## config.mk

```make
export PLATFORM = sky130hd
export DESIGN_NAME = button_scan_autorepeat_display_sleep_flat
export DESIGN_NICKNAME = d
export VERILOG_FILES = /design/src/rtl/bsad_pkg.sv /design/src/rtl/bsad_in_if.sv /design/src/rtl/bsad_out_if.sv /design/src/rtl/bsad_button.sv /design/src/rtl/button_scan_autorepeat_display_sleep.sv /design/src/flat_wrapper.sv
export VERILOG_INCLUDE_DIRS = /design/src /design/src/rtl
export SDC_FILE = /design/constraint.sdc
export NUM_CORES = 2
export LEC_CHECK = 0
export BUFFER_PORTS_ARGS = -buffer_cell sky130_fd_sc_hd__buf_2
export CAP_MARGIN = 20
export CORE_ASPECT_RATIO = 1.5
export CORE_MARGIN = 2
export CORE_UTILIZATION = 45
export DETAILED_ROUTE_END_ITERATION = 16
export GPL_ROUTABILITY_DRIVEN = 0
export PLACE_DENSITY_LB_ADDON = 0.25
export SLEW_MARGIN = 20
export SYNTH_ARGS = -nofsm -noshare
export SYNTH_HDL_FRONTEND = slang
export SYNTH_SLANG_ARGS = --single-unit
```

## constraint.sdc

```tcl
create_clock -name i_clk -period 15.4 [get_ports i_clk]
set_input_delay 3.08 -clock i_clk [delete_from_list [all_inputs] [get_ports i_clk]]
set_output_delay 3.08 -clock i_clk [all_outputs]
set_load 0.05 [all_outputs]
```

## src/rtl/button_scan_autorepeat_display_sleep_macros.svh

```systemverilog
// Assertion macros shared by the button scanner RTL.
`ifndef BUTTON_SCAN_AUTOREPEAT_DISPLAY_SLEEP_MACROS_SVH
`define BUTTON_SCAN_AUTOREPEAT_DISPLAY_SLEEP_MACROS_SVH

// Same-cycle implication, checked outside reset.
`define BSAD_ASSERT_NOW(lbl, clk, rst_n, ante, cons) \
    lbl: assert property (@(posedge clk) disable iff (!(rst_n)) (ante) |-> (cons)) \
        else $error("bsad assertion failed");

// Next-cycle implication, checked outside reset.
`define BSAD_ASSERT_NEXT(lbl, clk, rst_n, ante, cons) \
    lbl: assert property (@(posedge clk) disable iff (!(rst_n)) (ante) |=> (cons)) \
        else $error("bsad assertion failed");

`endif

```

## src/rtl/bsad_pkg.sv

```systemverilog
// Package with shared types and constants of the button scanner.
`timescale 1ns / 1ps

package bsad_pkg;

    localparam int NOW_W     = 32;
    localparam int BTN_W     = 6;
    localparam int DTO_W     = 20;
    localparam int START_W   = 16;
    localparam int STEP_W    = 8;
    localparam int COUNT_W   = 6;
    localparam int POLL_W    = 16;
    localparam int FLAG_W    = 2;
    localparam int CFG_DATA_W = 20;
    localparam int CFG_IDX_W  = 3;
    localparam int CUT_W     = COUNT_W + STEP_W;

    localparam logic CMD_SCAN = 1'b0;
    localparam logic CMD_ACK  = 1'b1;

    localparam logic [FLAG_W-1:0] FLAG_FRESH    = 2'd0;
    localparam logic [FLAG_W-1:0] FLAG_CONSUMED = 2'd1;
    localparam logic [FLAG_W-1:0] FLAG_ARMED    = 2'd2;

    localparam logic [COUNT_W-1:0] COUNT_MAX = '1;

    localparam logic [CFG_IDX_W-1:0] REG_DISPLAY_TIMEOUT = 3'd0;
    localparam logic [CFG_IDX_W-1:0] REG_REPEAT_START    = 3'd1;
    localparam logic [CFG_IDX_W-1:0] REG_REPEAT_STEP     = 3'd2;
    localparam logic [CFG_IDX_W-1:0] REG_RAMP_LIMIT      = 3'd3;
    localparam logic [CFG_IDX_W-1:0] REG_AWAKE_POLL      = 3'd4;
    localparam logic [CFG_IDX_W-1:0] REG_ASLEEP_POLL     = 3'd5;

    localparam logic [DTO_W-1:0]   RST_DISPLAY_TIMEOUT = 20'd20000;
    localparam logic [START_W-1:0] RST_REPEAT_START    = 16'd240;
    localparam logic [STEP_W-1:0]  RST_REPEAT_STEP     = 8'd4;
    localparam logic [COUNT_W-1:0] RST_RAMP_LIMIT      = 6'd60;
    localparam logic [POLL_W-1:0]  RST_AWAKE_POLL      = 16'd20;
    localparam logic [POLL_W-1:0]  RST_ASLEEP_POLL     = 16'd250;

    typedef struct packed {
        logic               held;
        logic [FLAG_W-1:0]  flag;
        logic [COUNT_W-1:0] count;
    } t_btn_ctl;

    typedef struct packed {
        logic [START_W-1:0] start;
        logic [STEP_W-1:0]  step;
        logic [COUNT_W-1:0] ramp;
    } t_rep_cfg;

endpackage

```

## src/rtl/bsad_in_if.sv

```systemverilog
// Channel interface for scan and acknowledge items.
`timescale 1ns / 1ps

interface bsad_in_if
    import bsad_pkg::*;
();
    logic             valid;
    logic             ready;
    logic             command;
    logic [NOW_W-1:0] now_ms;
    logic [BTN_W-1:0] button_bits;
    logic [BTN_W-1:0] ack_mask;
    logic             link_active;

    modport source (
        output valid, command, now_ms, button_bits, ack_mask, link_active,
        input  ready
    );
    modport sink (
        input  valid, command, now_ms, button_bits, ack_mask, link_active,
        output ready
    );
endinterface

```

## src/rtl/bsad_out_if.sv

```systemverilog
// Channel interface for result items.
`timescale 1ns / 1ps

interface bsad_out_if
    import bsad_pkg::*;
();
    logic              valid;
    logic              ready;
    logic [BTN_W-1:0]  held_mask;
    logic [BTN_W-1:0]  fresh_mask;
    logic              display_on;
    logic              display_changed;
    logic [POLL_W-1:0] poll_interval_ms;

    modport source (
        output valid, held_mask, fresh_mask, display_on, display_changed, poll_interval_ms,
        input  ready
    );
    modport sink (
        input  valid, held_mask, fresh_mask, display_on, display_changed, poll_interval_ms,
        output ready
    );
endinterface

```

## src/rtl/bsad_button.sv

```systemverilog
// Next-state logic of one button: press capture, auto-repeat, release and acknowledge.
`timescale 1ns / 1ps

module bsad_button
    import bsad_pkg::*;
#(
    parameter int TIME_WIDTH = 32
) (
    input  logic                  i_command,
    input  logic                  i_pressed,
    input  logic                  i_ack,
    input  logic [TIME_WIDTH-1:0] i_now,
    input  t_btn_ctl              i_ctl,
    input  logic [TIME_WIDTH-1:0] i_time,
    input  t_rep_cfg              i_cfg,
    output t_btn_ctl              o_ctl,
    output logic [TIME_WIDTH-1:0] o_time
);

    logic [COUNT_W-1:0]    w_used;
    logic [CUT_W-1:0]      w_cut;
    logic [START_W-1:0]    w_delay;
    logic [TIME_WIDTH-1:0] w_due;

    always_comb begin
        w_used  = (i_ctl.count > i_cfg.ramp) ? i_cfg.ramp : i_ctl.count;
        w_cut   = CUT_W'(w_used) * CUT_W'(i_cfg.step);
        w_delay = (i_cfg.start >= START_W'(w_cut)) ? (i_cfg.start - START_W'(w_cut))
                                                   : '0;
        w_due   = i_time + TIME_WIDTH'(w_delay);
    end

    always_comb begin
        o_ctl  = i_ctl;
        o_time = i_time;
        case (i_command)
            CMD_ACK: begin
                if (i_ack && i_ctl.held && i_ctl.flag == FLAG_FRESH) begin
                    o_ctl.flag = FLAG_CONSUMED;
                end
            end
            CMD_SCAN: begin
                if (i_pressed) begin
                    if (!i_ctl.held) begin
                        o_ctl.held  = 1'b1;
                        o_ctl.count = '0;
                        o_time      = i_now;
                    end else if (i_ctl.flag == FLAG_CONSUMED) begin
                        // The count advances each check, due or not, until saturated.
                        if (i_ctl.count <= i_cfg.ramp && i_ctl.count != COUNT_MAX) begin
                            o_ctl.count = i_ctl.count + COUNT_W'(1);
                        end
                        if (w_due < i_now) begin
                            o_time     = i_now;
                            o_ctl.flag = FLAG_FRESH;
                        end
                    end
                end else if (i_ctl.held) begin
                    o_ctl.flag  = (i_ctl.flag == FLAG_ARMED) ? FLAG_CONSUMED : FLAG_FRESH;
                    o_ctl.count = '0;
                    o_ctl.held  = 1'b0;
                    o_time      = '0;
                end
            end
            default: begin
            end
        endcase
    end

endmodule

```

## src/rtl/button_scan_autorepeat_display_sleep.sv

```systemverilog
// Top level of the button scanner with accelerating auto-repeat and display sleep.
//
// The block takes one item per clock cycle while the result side drains, and returns one result
// item for each: the item is captured in an input register, all buttons and the display logic
// update in parallel when it advances, and the result lands in an output register. The path
// between those registers holds one small repeat-delay multiply followed by a time add and
// compare per button. A stalled result holds the input register, and the input side keeps
// accepting as long as the result register can drain.
`timescale 1ns / 1ps

module button_scan_autorepeat_display_sleep
    import bsad_pkg::*;
#(
    parameter int NUM_BUTTONS = 6,
    parameter int TIME_WIDTH  = 32
) (
    input  logic                  i_clk,
    input  logic                  i_rst_n,
    input  logic                  i_cfg_we,
    input  logic [CFG_IDX_W-1:0]  i_cfg_idx,
    input  logic [CFG_DATA_W-1:0] i_cfg_data,
    bsad_in_if.sink               i_item,
    bsad_out_if.source            o_result
);

`include "button_scan_autorepeat_display_sleep_macros.svh"

    localparam int LAST  = NUM_BUTTONS - 1;
    localparam int NLIVE = (NUM_BUTTONS < BTN_W) ? NUM_BUTTONS : BTN_W;

    logic [DTO_W-1:0]   r_cfg_timeout;
    t_rep_cfg           r_cfg_rep;
    logic [POLL_W-1:0]  r_cfg_awake;
    logic [POLL_W-1:0]  r_cfg_asleep;

    logic               r_in_vld;
    logic               r_cmd;
    logic [NOW_W-1:0]   r_now;
    logic [BTN_W-1:0]   r_bits;
    logic [BTN_W-1:0]   r_mask;
    logic               r_usb;

    t_btn_ctl              r_ctl  [NUM_BUTTONS];
    logic [TIME_WIDTH-1:0] r_time [NUM_BUTTONS];
    logic [TIME_WIDTH-1:0] r_deadline;
    logic                  r_disp;

    logic               r_out_vld;
    logic [BTN_W-1:0]   r_res_held;
    logic [BTN_W-1:0]   r_res_fresh;
    logic               r_res_disp;
    logic               r_res_changed;
    logic [POLL_W-1:0]  r_res_poll;

    t_btn_ctl              n_ctl  [NUM_BUTTONS];
    logic [TIME_WIDTH-1:0] n_time [NUM_BUTTONS];
    logic [TIME_WIDTH-1:0] n_deadline;
    logic                  n_disp;
    logic [BTN_W-1:0]      n_held;
    logic [BTN_W-1:0]      n_fresh;

    t_btn_ctl              w_ctl  [NUM_BUTTONS];
    logic [NUM_BUTTONS-1:0] w_pressed;
    logic [NUM_BUTTONS-1:0] w_ack;
    logic [TIME_WIDTH-1:0] w_now;
    logic [TIME_WIDTH-1:0] w_extend;
    logic [TIME_WIDTH-1:0] w_deadline_a;
    logic                  w_scan;
    logic                  w_toggle;
    logic                  w_adv;
    logic                  w_in_fire;

    assign w_adv     = r_in_vld && (!r_out_vld || o_result.ready);
    assign i_item.ready = !r_in_vld || w_adv;
    assign w_in_fire = i_item.valid && i_item.ready;

    assign w_scan   = (r_cmd == CMD_SCAN);
    assign w_now    = TIME_WIDTH'(r_now);
    assign w_extend = w_now + TIME_WIDTH'(r_cfg_timeout);

    always_comb begin
        w_pressed = '0;
        w_ack     = '0;
        for (int b = 0; b < NLIVE; b++) begin
            w_pressed[b] = r_bits[b];
            w_ack[b]     = r_mask[b];
        end
    end

    for (genvar g = 0; g < NUM_BUTTONS; g++) begin : g_btn
        bsad_button #(
            .TIME_WIDTH(TIME_WIDTH)
        ) u_button (
            .i_command(r_cmd),
            .i_pressed(w_pressed[g]),
            .i_ack    (w_ack[g]),
            .i_now    (w_now),
            .i_ctl    (r_ctl[g]),
            .i_time   (r_time[g]),
            .i_cfg    (r_cfg_rep),
            .o_ctl    (w_ctl[g]),
            .o_time   (n_time[g])
        );
    end

    always_comb begin
        w_deadline_a = (w_scan && (|w_pressed)) ? w_extend : r_deadline;
        w_toggle = w_scan && ((!w_ctl[LAST].held && w_ctl[LAST].flag == FLAG_FRESH) ||
                              (r_disp && w_deadline_a < w_now));
        n_disp     = r_disp ^ w_toggle;
        n_deadline = (w_scan && n_disp && r_usb) ? w_extend : w_deadline_a;
        for (int b = 0; b < NUM_BUTTONS; b++) begin
            n_ctl[b] = w_ctl[b];
        end
        if (w_toggle) begin
            n_ctl[LAST].flag = FLAG_CONSUMED;
        end
        n_held  = '0;
        n_fresh = '0;
        for (int b = 0; b < NLIVE; b++) begin
            n_held[b]  = n_ctl[b].held;
            n_fresh[b] = n_ctl[b].held && n_ctl[b].flag == FLAG_FRESH;
        end
    end

    always_ff @(posedge i_clk) begin
        if (!i_rst_n) begin
            r_cfg_timeout   <= RST_DISPLAY_TIMEOUT;
            r_cfg_rep.start <= RST_REPEAT_START;
            r_cfg_rep.step  <= RST_REPEAT_STEP;
            r_cfg_rep.ramp  <= RST_RAMP_LIMIT;
            r_cfg_awake     <= RST_AWAKE_POLL;
            r_cfg_asleep    <= RST_ASLEEP_POLL;
        end else if (i_cfg_we) begin
            unique case (i_cfg_idx)
                REG_DISPLAY_TIMEOUT: r_cfg_timeout   <= i_cfg_data[DTO_W-1:0];
                REG_REPEAT_START:    r_cfg_rep.start <= i_cfg_data[START_W-1:0];
                REG_REPEAT_STEP:     r_cfg_rep.step  <= i_cfg_data[STEP_W-1:0];
                REG_RAMP_LIMIT:      r_cfg_rep.ramp  <= i_cfg_data[COUNT_W-1:0];
                REG_AWAKE_POLL:      r_cfg_awake     <= i_cfg_data[POLL_W-1:0];
                REG_ASLEEP_POLL:     r_cfg_asleep    <= i_cfg_data[POLL_W-1:0];
                default: begin
                end
            endcase
        end
    end

    always_ff @(posedge i_clk) begin
        if (!i_rst_n) begin
            r_in_vld <= 1'b0;
        end else if (i_item.ready) begin
            r_in_vld <= i_item.valid;
        end
        if (w_in_fire) begin
            r_cmd  <= i_item.command;
            r_now  <= i_item.now_ms;
            r_bits <= i_item.button_bits;
            r_mask <= i_item.ack_mask;
            r_usb  <= i_item.link_active;
        end
    end

    always_ff @(posedge i_clk) begin
        if (!i_rst_n) begin
            for (int b = 0; b < NUM_BUTTONS; b++) begin
                r_ctl[b].held  <= 1'b0;
                r_ctl[b].count <= '0;
                r_ctl[b].flag  <= (b == LAST) ? FLAG_ARMED : FLAG_FRESH;
            end
            r_deadline <= '0;
            r_disp     <= 1'b1;
        end else if (w_adv) begin
            for (int b = 0; b < NUM_BUTTONS; b++) begin
                r_ctl[b] <= n_ctl[b];
            end
            r_deadline <= n_deadline;
            r_disp     <= n_disp;
        end
        if (w_adv) begin
            for (int b = 0; b < NUM_BUTTONS; b++) begin
                r_time[b] <= n_time[b];
            end
        end
    end

    always_ff @(posedge i_clk) begin
        if (!i_rst_n) begin
            r_out_vld <= 1'b0;
        end else if (w_adv) begin
            r_out_vld <= 1'b1;
        end else if (o_result.ready) begin
            r_out_vld <= 1'b0;
        end
        if (w_adv) begin
            r_res_held    <= n_held;
            r_res_fresh   <= n_fresh;
            r_res_disp    <= n_disp;
            r_res_changed <= w_toggle;
            r_res_poll    <= n_disp ? r_cfg_awake : r_cfg_asleep;
        end
    end

    assign o_result.valid            = r_out_vld;
    assign o_result.held_mask        = r_res_held;
    assign o_result.fresh_mask       = r_res_fresh;
    assign o_result.display_on       = r_res_disp;
    assign o_result.display_changed  = r_res_changed;
    assign o_result.poll_interval_ms = r_res_poll;

    `BSAD_ASSERT_NOW(a_fresh_in_held, i_clk, i_rst_n, r_out_vld,
        (r_res_fresh & ~r_res_held) == '0)
    `BSAD_ASSERT_NEXT(a_toggle_flips, i_clk, i_rst_n, w_adv && w_toggle,
        r_disp != $past(r_disp))
    `BSAD_ASSERT_NEXT(a_ack_keeps_disp, i_clk, i_rst_n, w_adv && r_cmd == CMD_ACK,
        $stable(r_disp) && $stable(r_deadline))
    `BSAD_ASSERT_NEXT(a_item_kept, i_clk, i_rst_n, r_in_vld && !w_adv,
        r_in_vld && $stable(r_now) && $stable(r_cmd))

endmodule

```

## src/flat_wrapper.sv

```systemverilog
// flat-port wrapper written by rule: the top's interface ports become plain ports
module button_scan_autorepeat_display_sleep_flat import bsad_pkg::*;
#(
    parameter int NUM_BUTTONS = 6,
    parameter int TIME_WIDTH  = 32
)
  (i_clk, i_rst_n, i_cfg_we, i_cfg_idx, i_cfg_data, i_item_valid, i_item_command, i_item_now_ms, i_item_button_bits, i_item_ack_mask, i_item_link_active, i_item_ready, o_result_valid, o_result_held_mask, o_result_fresh_mask, o_result_display_on, o_result_display_changed, o_result_poll_interval_ms, o_result_ready);
  bsad_in_if i_item_i ();
  bsad_out_if o_result_i ();
  input  logic i_clk;
  input  logic i_rst_n;
  input  logic i_cfg_we;
  input  logic [CFG_IDX_W-1:0] i_cfg_idx;
  input  logic [CFG_DATA_W-1:0] i_cfg_data;
  input wire logic [$bits(i_item_i.valid)-1:0] i_item_valid;
  input wire logic [$bits(i_item_i.command)-1:0] i_item_command;
  input wire logic [$bits(i_item_i.now_ms)-1:0] i_item_now_ms;
  input wire logic [$bits(i_item_i.button_bits)-1:0] i_item_button_bits;
  input wire logic [$bits(i_item_i.ack_mask)-1:0] i_item_ack_mask;
  input wire logic [$bits(i_item_i.link_active)-1:0] i_item_link_active;
  output wire logic [$bits(i_item_i.ready)-1:0] i_item_ready;
  output wire logic [$bits(o_result_i.valid)-1:0] o_result_valid;
  output wire logic [$bits(o_result_i.held_mask)-1:0] o_result_held_mask;
  output wire logic [$bits(o_result_i.fresh_mask)-1:0] o_result_fresh_mask;
  output wire logic [$bits(o_result_i.display_on)-1:0] o_result_display_on;
  output wire logic [$bits(o_result_i.display_changed)-1:0] o_result_display_changed;
  output wire logic [$bits(o_result_i.poll_interval_ms)-1:0] o_result_poll_interval_ms;
  input wire logic [$bits(o_result_i.ready)-1:0] o_result_ready;
  assign i_item_i.valid = i_item_valid;
  assign i_item_i.command = i_item_command;
  assign i_item_i.now_ms = i_item_now_ms;
  assign i_item_i.button_bits = i_item_button_bits;
  assign i_item_i.ack_mask = i_item_ack_mask;
  assign i_item_i.link_active = i_item_link_active;
  assign i_item_ready = i_item_i.ready;
  assign o_result_valid = o_result_i.valid;
  assign o_result_held_mask = o_result_i.held_mask;
  assign o_result_fresh_mask = o_result_i.fresh_mask;
  assign o_result_display_on = o_result_i.display_on;
  assign o_result_display_changed = o_result_i.display_changed;
  assign o_result_poll_interval_ms = o_result_i.poll_interval_ms;
  assign o_result_i.ready = o_result_ready;
  button_scan_autorepeat_display_sleep #(.NUM_BUTTONS(NUM_BUTTONS), .TIME_WIDTH(TIME_WIDTH)) u_core (.i_clk(i_clk), .i_rst_n(i_rst_n), .i_cfg_we(i_cfg_we), .i_cfg_idx(i_cfg_idx), .i_cfg_data(i_cfg_data), .i_item(i_item_i), .o_result(o_result_i));
endmodule
```

==> After elaboration in Yosys (flattened, before gate mapping) <==
Memories as Yosys holds them, arrays and structs flattened.
Index checks and enable logic that the tools add are counted.
{ "totals": {"output_inout_bits": 32, "mem_bits_rw": 246, "romBits": 0, "reg_bits": 193, "word_cells": 300, "input_bits": 74, "n_memories": 2, "latchBits": 0} }
{ "classes": {"eq_ne": 23, "muxes": 137, "magnitude_cmp": 25, "multipliers": 6, "addsub": 19, "bitwise_logic": 8, "reduce_logical": 60, "div_mod_pow": 0, "shift": 0} }
{ "mem_list": {"columns": ["memory", "depth", "word_bits", "read_ports", "rd_ports_with_merged_regs", "wr", "line_no", "text"], "rows": [
  ["u_core.r_time", 6, 32, 6, 0, 6, "button_scan_autorepeat_display_sleep.sv:44", "logic [TIME_WIDTH-1:0] r_time [NUM_BUTTONS];"],
  ["u_core.r_ctl", 6, 9, 6, 0, 6, "button_scan_autorepeat_display_sleep.sv:43", "t_btn_ctl r_ctl [NUM_BUTTONS];"]
]} }
{ "op_table": {"columns": ["op", "n"], "rows": [
  ["$mux 32", 38],
  ["$lt 32x32->1", 7],
  ["$add 32x16->32", 6],
  ["$mux 6", 24],
  ["$mux 16", 7],
  ["$mux 9", 12],
  ["$ge 16x14->1", 6],
  ["$mux 8", 12],
  ["$sub 16x14->16", 6],
  ["$mul 6x8->14", 6],
  ["$mux 2", 19],
  ["$add 6x1->6 const B", 6],
  ["$gt 6x6->1", 6],
  ["$le 6x6->1", 6],
  ["$ne 6x6->1 const B", 6],
  ["$add 32x20->32", 1],
  ["$logic_and 1x1->1", 32],
  ["$logic_not 2->1", 13],
  ["$pmux 2 s2", 6],
  ["$mux 1", 19],
  ["$eq 2x1->1 const B", 6],
  ["$eq 2x2->1 const B", 6],
  ["$reduce_and 2->1", 6],
  ["$eq 3x2->1 const B", 2],
  ["10 further kinds", 20]
]} }

==> Depth between registers and ports, before layout <==
An unclocked memory read counts as a cell.
{ "logic_depth": {"depth_word": 21, "depth_mapped": 62} }

==> Modules after synthesis <==
From an unflattened synthesis, not the netlist that was laid out.
{ "unflattened": {"hier_cells": 5204, "area_unflattened_um2": 45934.1} }
{ "by_module_without_submodules": {"columns": ["mod", "cells_each", "n_inst", "area_each_um2"], "rows": [
  ["button_scan_autorepeat_display_sleep", 1251, 1, 16849.9],
  ["bsad_button at u_core.g_btn[3].u_button", 667, 1, 4888.4],
  ["bsad_button at u_core.g_btn[4].u_button", 658, 1, 4882.2],
  ["bsad_button at u_core.g_btn[0].u_button", 656, 1, 4877.2],
  ["bsad_button at u_core.g_btn[2].u_button", 661, 1, 4855.9],
  ["bsad_button at u_core.g_btn[5].u_button", 658, 1, 4820.9],
  ["bsad_button at u_core.g_btn[1].u_button", 653, 1, 4759.6]
]} }

==> Worst setup path before layout <==
OpenSTA, ideal clock, no wires.
{ "synth_timing": {"kind": "register to register", "start": "register, netlist name u_core.r_cfg_rep[1]", "end": "memory u_core.r_time[1][0] (enable)", "path_slack_ns": 1.843, "t_required_ns": 14.979, "arrival_ns": 13.136, "stages_incl_launch_ff": 58, "path_buffers": 2, "path_cell_list": "dfxtp_1 inv_1 ha_1 nor2b_1 o21a_1 o21ai_0 nand2b_1 a21oi_1 nor2b_1 o22ai_1 clkbuf_1 o21ai_1 and2_1 fa_1 inv_1 fa_1 fa_1 inv_1 [... 22 more ...] a2111oi_0 o31ai_1 a21oi_1 o21ai_0 nand2_1 nor2_1 xor2_1 ha_1 a21o_1 a21o_1 a21o_1 a211oi_1 o21ai_0 a2111oi_0 or4b_2 nand2_1 a21oi_1 nor2_1"} }
{ "synth_rtl": {"columns": ["element", "line_no"], "rows": [
  ["end: declaration", "button_scan_autorepeat_display_sleep.sv:44"]
]} }

==> flow_results.org <==
** Logic synthesis
- Number of enable flip-flop cells after synthesis :: 321
- Count leader, synth :: sky130_fd_sc_hd__ha_1
- Sequential cell area fraction in the yosys report :: 0.284
- For this run, the leading register cell type out of synthesis is sky130_fd_sc_hd__edfxtp_1.
- Top area cells in the synthesized netlist :: sky130_fd_sc_hd__edfxtp_1 23%, sky130_fd_sc_hd__ha_1 17%, sky130_fd_sc_hd__fa_1 7.7%
- Number of warning messages in the yosys log :: 0
- Area share of the leading cell type in the synthesized netlist :: 0.228
- Main combinational cell family by area after synthesis :: adder cells
- List of most frequent post-synthesis cells :: 591 x sky130_fd_sc_hd__ha_1, 532 x sky130_fd_sc_hd__nand2_1, 357 x sky130_fd_sc_hd__inv_1
- Count of cell types in the netlist :: 79
- sky130_fd_sc_hd__edfxtp_1 takes more of the synthesized area than any other cell.
- The cell area that synthesis handed to floorplanning was 42300 µm².
- Adder-cell area share of the yosys netlist :: 0.252
- XOR/XNOR Fraction of Synth Area :: 0.0702
- In the synthesized netlist, the number of instances is 4677.
- The number of nets in the synthesized netlist is 5505.
- Fraction of synthesis flops using an asynchronous set or reset pin :: 0
- Total of flip-flops plus latches after synthesis :: 439
- Post-synthesis share of cell area spent on and, or, nand and nor gates :: 0.201
- Post-synthesis area per instance :: 9.05 µm²
- Multiplexer fraction of the synthesized cell area :: 0.0181
- Compound-gate portion of the synthesized area :: 0.132

** Layout
- After routing the design area is 46300 µm².
- Area used by multi-input combinational logic :: 28600 µm²
- Relative to the synthesized area, the layout overhead comes to 9.47%.
- The layout has 8715 filler cells.
- Final core utilization :: 0.498
- Fraction of final layout cells sized beyond drive strength 1 :: 0.0733
- Summing all flip-flop and latch instances after layout gives 12000 µm².
- The net count of the finished layout is 5607.

** Timing
- Post-route worst hold slack :: 465 ps
- Period utilisation layout :: 0.904
- At the pin with the least slew margin, the transition time is 1100 ps.
- Across the routed clock network, the largest skew measured is 32.4 ps.
- Achievable frequency :: 71.8 MHz
- Setup violations remaining at the end of the flow were counted as 0.
- The final count of pins violating max slew is 0.
- Setup repair after global routing left no endpoint under its margin.
- Total negative setup slack :: 0 ps
- Final critical path time including I/O delays and setup :: 13920 ps
- The number of hold violations in the final report was 0.
- Worst max-slew margin expressed relative to the limit :: 0.260

** Global route
- For met2 alone, demand over resource in global routing was 0.453.
- Global routing met1 resource utilization :: 0.287
- Met3 track utilization from global routing :: 0.0210
- Total congestion overflow :: 0
- Global-route wire length before repair :: 187000 µm
- The layer flagged by global routing as most heavily used is met2.
- Total track usage :: 0.252
- Vias in the first global route :: 33100
- The initial antenna violation count was 0.
- Entering global routing, the biggest net connects 91 pins.

** Critical path
- Reg2Reg Setup Slack :: 1480 ps
- Most Frequent Cell on Critical Path :: sky130_fd_sc_hd__o21ai_0
- By startpoint and endpoint, the worst setup path is classified as flip-flop to flip-flop.
- Along the worst path, the maximum fanout reaches 32.
- At the worst endpoint, the required time is 15630 ps.
- Critical Path Start Type :: flip-flop
- Maximum cell stage delay along the critical path :: 730 ps
- Data arrival at the endpoint of the critical path :: 14150 ps
- The largest individual stage delay along the critical path comes from the cell sky130_fd_sc_hd__nor2_4.
- In this run the critical register-to-register path is launched from u_core.r_ctl[0][10].
- R2R depth :: 56
- Critical Path End Type :: flip-flop
- The worst register-to-register path ends at u_core.r_time[1][30].

** Clocking
- The tree is rooted in a sky130_fd_sc_hd__clkbuf_16.
- Hold repair after CTS inserted 0 buffers.
- The longest clock path from root to sink contains 3 buffers.
- Post-cts repair resize count :: 0
- TritonCTS created 48 clock buffers.
- After clock tree synthesis, the clock-pin slew on the worst setup and hold paths is 70 ps.
- CTS saw 439 sinks.
- Level count of the clock H-tree :: 2
- Latest clock arrival within the worst-skew pair :: 630 ps
- CTS tree :: built
- After clock tree synthesis, the setup repair step added 0 buffers.

** Detailed routing
- Total vias in the final route :: 33500
- After the first detailed-routing iteration, the DRC count stood at 2007.
- After detailed routing, the total wire length is 121000 µm.
- After detailed routing, the number of vias per cell comes to 5.52.
- Routed len/inst :: 20.0 µm
- DRC :: 0
- Number of routed nets with antenna violations :: 0
- The first TritonRoute pass finished after 5 iterations.

** Power
- IR Drop Worst-Case VDD :: 0.0880 mV
- Pwr per Cell Area :: 89.3 nW/µm²
- For this design the static power due to leakage is 20.7 nW.

** Floorplanning
- The die is 254 µm wide.
- For this configuration, the core starts out at a cell density of 0.455.
- Measured along the y axis, the die boundary spans 380 µm.
- Die area :: 96600 µm²
- Count of boundary I/O pins :: 106
- After floorplanning, the core was sized to cover 93100 µm².
- The floorplan has 137 rows.

** Outcome
- The flow ran to the end, and the final reports show no timing, DRC or antenna violations.

** Min path
- Min-Delay Path Depth :: 2
- The path with the worst hold slack has its endpoint at u_core.r_cfg_awake[1].
- Startpoint of the tightest hold check path :: u_core.r_cfg_awake[1]
- The worst hold path belongs to the class flip-flop to flip-flop.

** Job
- Max-cap viol count :: 0

** Place
- DP Wirelength :: 96100 µm
- Area after detailed placement :: 44500 µm²
- In this run the tool buffered the top-level ports with 105 buffer cells.
how the worst max path moves through the flow:
stage | start | to | slack (ps) | depth (start not counted)
2_1_floorplan | u_core.r_cfg_rep[1] | u_core.r_time[1][0] | 1840 | 57
3_3_place_gp | u_core.r_cfg_rep[1] | u_core.r_time[5][13] | 1750 | 54
3_5_place_dp | u_core.r_cfg_rep[1] | u_core.r_time[5][2] | 1470 | 53
4_1_cts | u_core.r_cfg_rep[1] | u_core.r_time[5][21] | 1390 | 53
5_1_grt | u_core.r_ctl[0][10] | u_core.r_time[1][0] | 420 | 56
6_report | u_core.r_ctl[0][10] | u_core.r_time[1][30] | 1480 | 56
layer usage:
metal / routed length (µm) / vias up
met5: 0 / -
met4: 8200 / 0
met3: 3960 / 287
met2: 61500 / 716
met1: 47500 / 16000
li1: - / 16400
where the power goes:
group	internal (mW)	leakage [nW]	switching, mW
sequential	1.32	4.03	0.0444
combinational	0.631	15.8	0.865
clock	0.744	0.845	0.535
placed cells by master, fill, tap and decap left out, drive strengths merged, types with 34 or more instances in the layout:
master	Yosys	layout
fa	163	163
and2	329	329
o21ai	217	217
nor2	332	332
edfxtp	321	321
nand3	92	92
nor2b	101	101
nor3	72	72
a31oi	34	34
nand4	71	71
clkbuf	105	57
o21a	49	49
ha	591	591
xor2	124	124
inv	357	361
and3	35	35
dfxtp	118	118
buf	21	178
a21boi	80	80
nand2	533	533
nand2b	65	65
a21o	127	127
mux2	42	42
xnor2	213	213
a21oi	214	214
sequential cells by signal, summed over array words and instances, names as in the netlist:
| register | flops |
|---|---|
| u_core.r_cfg_awake | 16 |
| u_core.r_deadline | 32 |
| u_core.o_result.display_changed | 1 |
| u_core.r_in_vld | 1 |
| u_core.r_cfg_timeout | 20 |
| u_core.r_time | 192 |
| u_core.r_now | 32 |
| u_core.o_result.display_on | 1 |
| u_core.o_result.poll_interval_ms | 16 |
| u_core.o_result.fresh_mask | 6 |
| u_core.r_bits | 6 |
| u_core.r_usb | 1 |
| u_core.r_cfg_rep | 30 |
| u_core.r_cmd | 1 |
| u_core.r_disp | 1 |
| u_core.r_mask | 6 |
| u_core.o_result.valid | 1 |
| u_core.r_ctl | 54 |
| u_core.o_result.held_mask | 6 |
| u_core.r_cfg_asleep | 16 |
area by class of cell:
class / instances / share of cell area
multi-input combinational: 3755 / 0.617
timing repair buffer: 178 / 0.0241
sequential: 439 / 0.259
antenna: 1 / 0.0000540
tap: 1251 / 0.0338
clock buffer: 57 / 0.0289
inverter: 357 / 0.0289
clock inverter: 32 / 0.00835
through the flow:
stage,instances,setup slack [ps],power [mW]
detailed placement,5978,1470,2.86
global placement,5978,1750,2.83
finish,6070,1480,4.14
global route,6069,421,4.39
CTS,6067,1390,4.15
floorplan,4677,1840,2.49
cell families (layout without fill, tap and decap cells):
| group | Yosys count | in the layout |
|---|---|---|
| xor gates and xnor gates | 337 | 337 |
| DFF | 439 | 439 |
| muxes | 68 | 68 |
| other | 0 | 1 |
| adders and majority gates | 754 | 754 |
| AOI/OAI and AO/OA | 876 | 876 |
| and+or+nand+nor | 1720 | 1720 |
| buffers and inverters | 483 | 624 |
worst max-delay path: cells and delay by family (launching register included):
family	cells	cell delay, ps
AO/OA/AOI/OAI	28	5870
XOR/XNOR	2	420
adder cells (fa/ha/maj)	8	3180
buffers and inverters	5	720
flip-flops	1	450
AND/OR/NAND/NOR	13	2850
(Power assumes the default switching activity.)
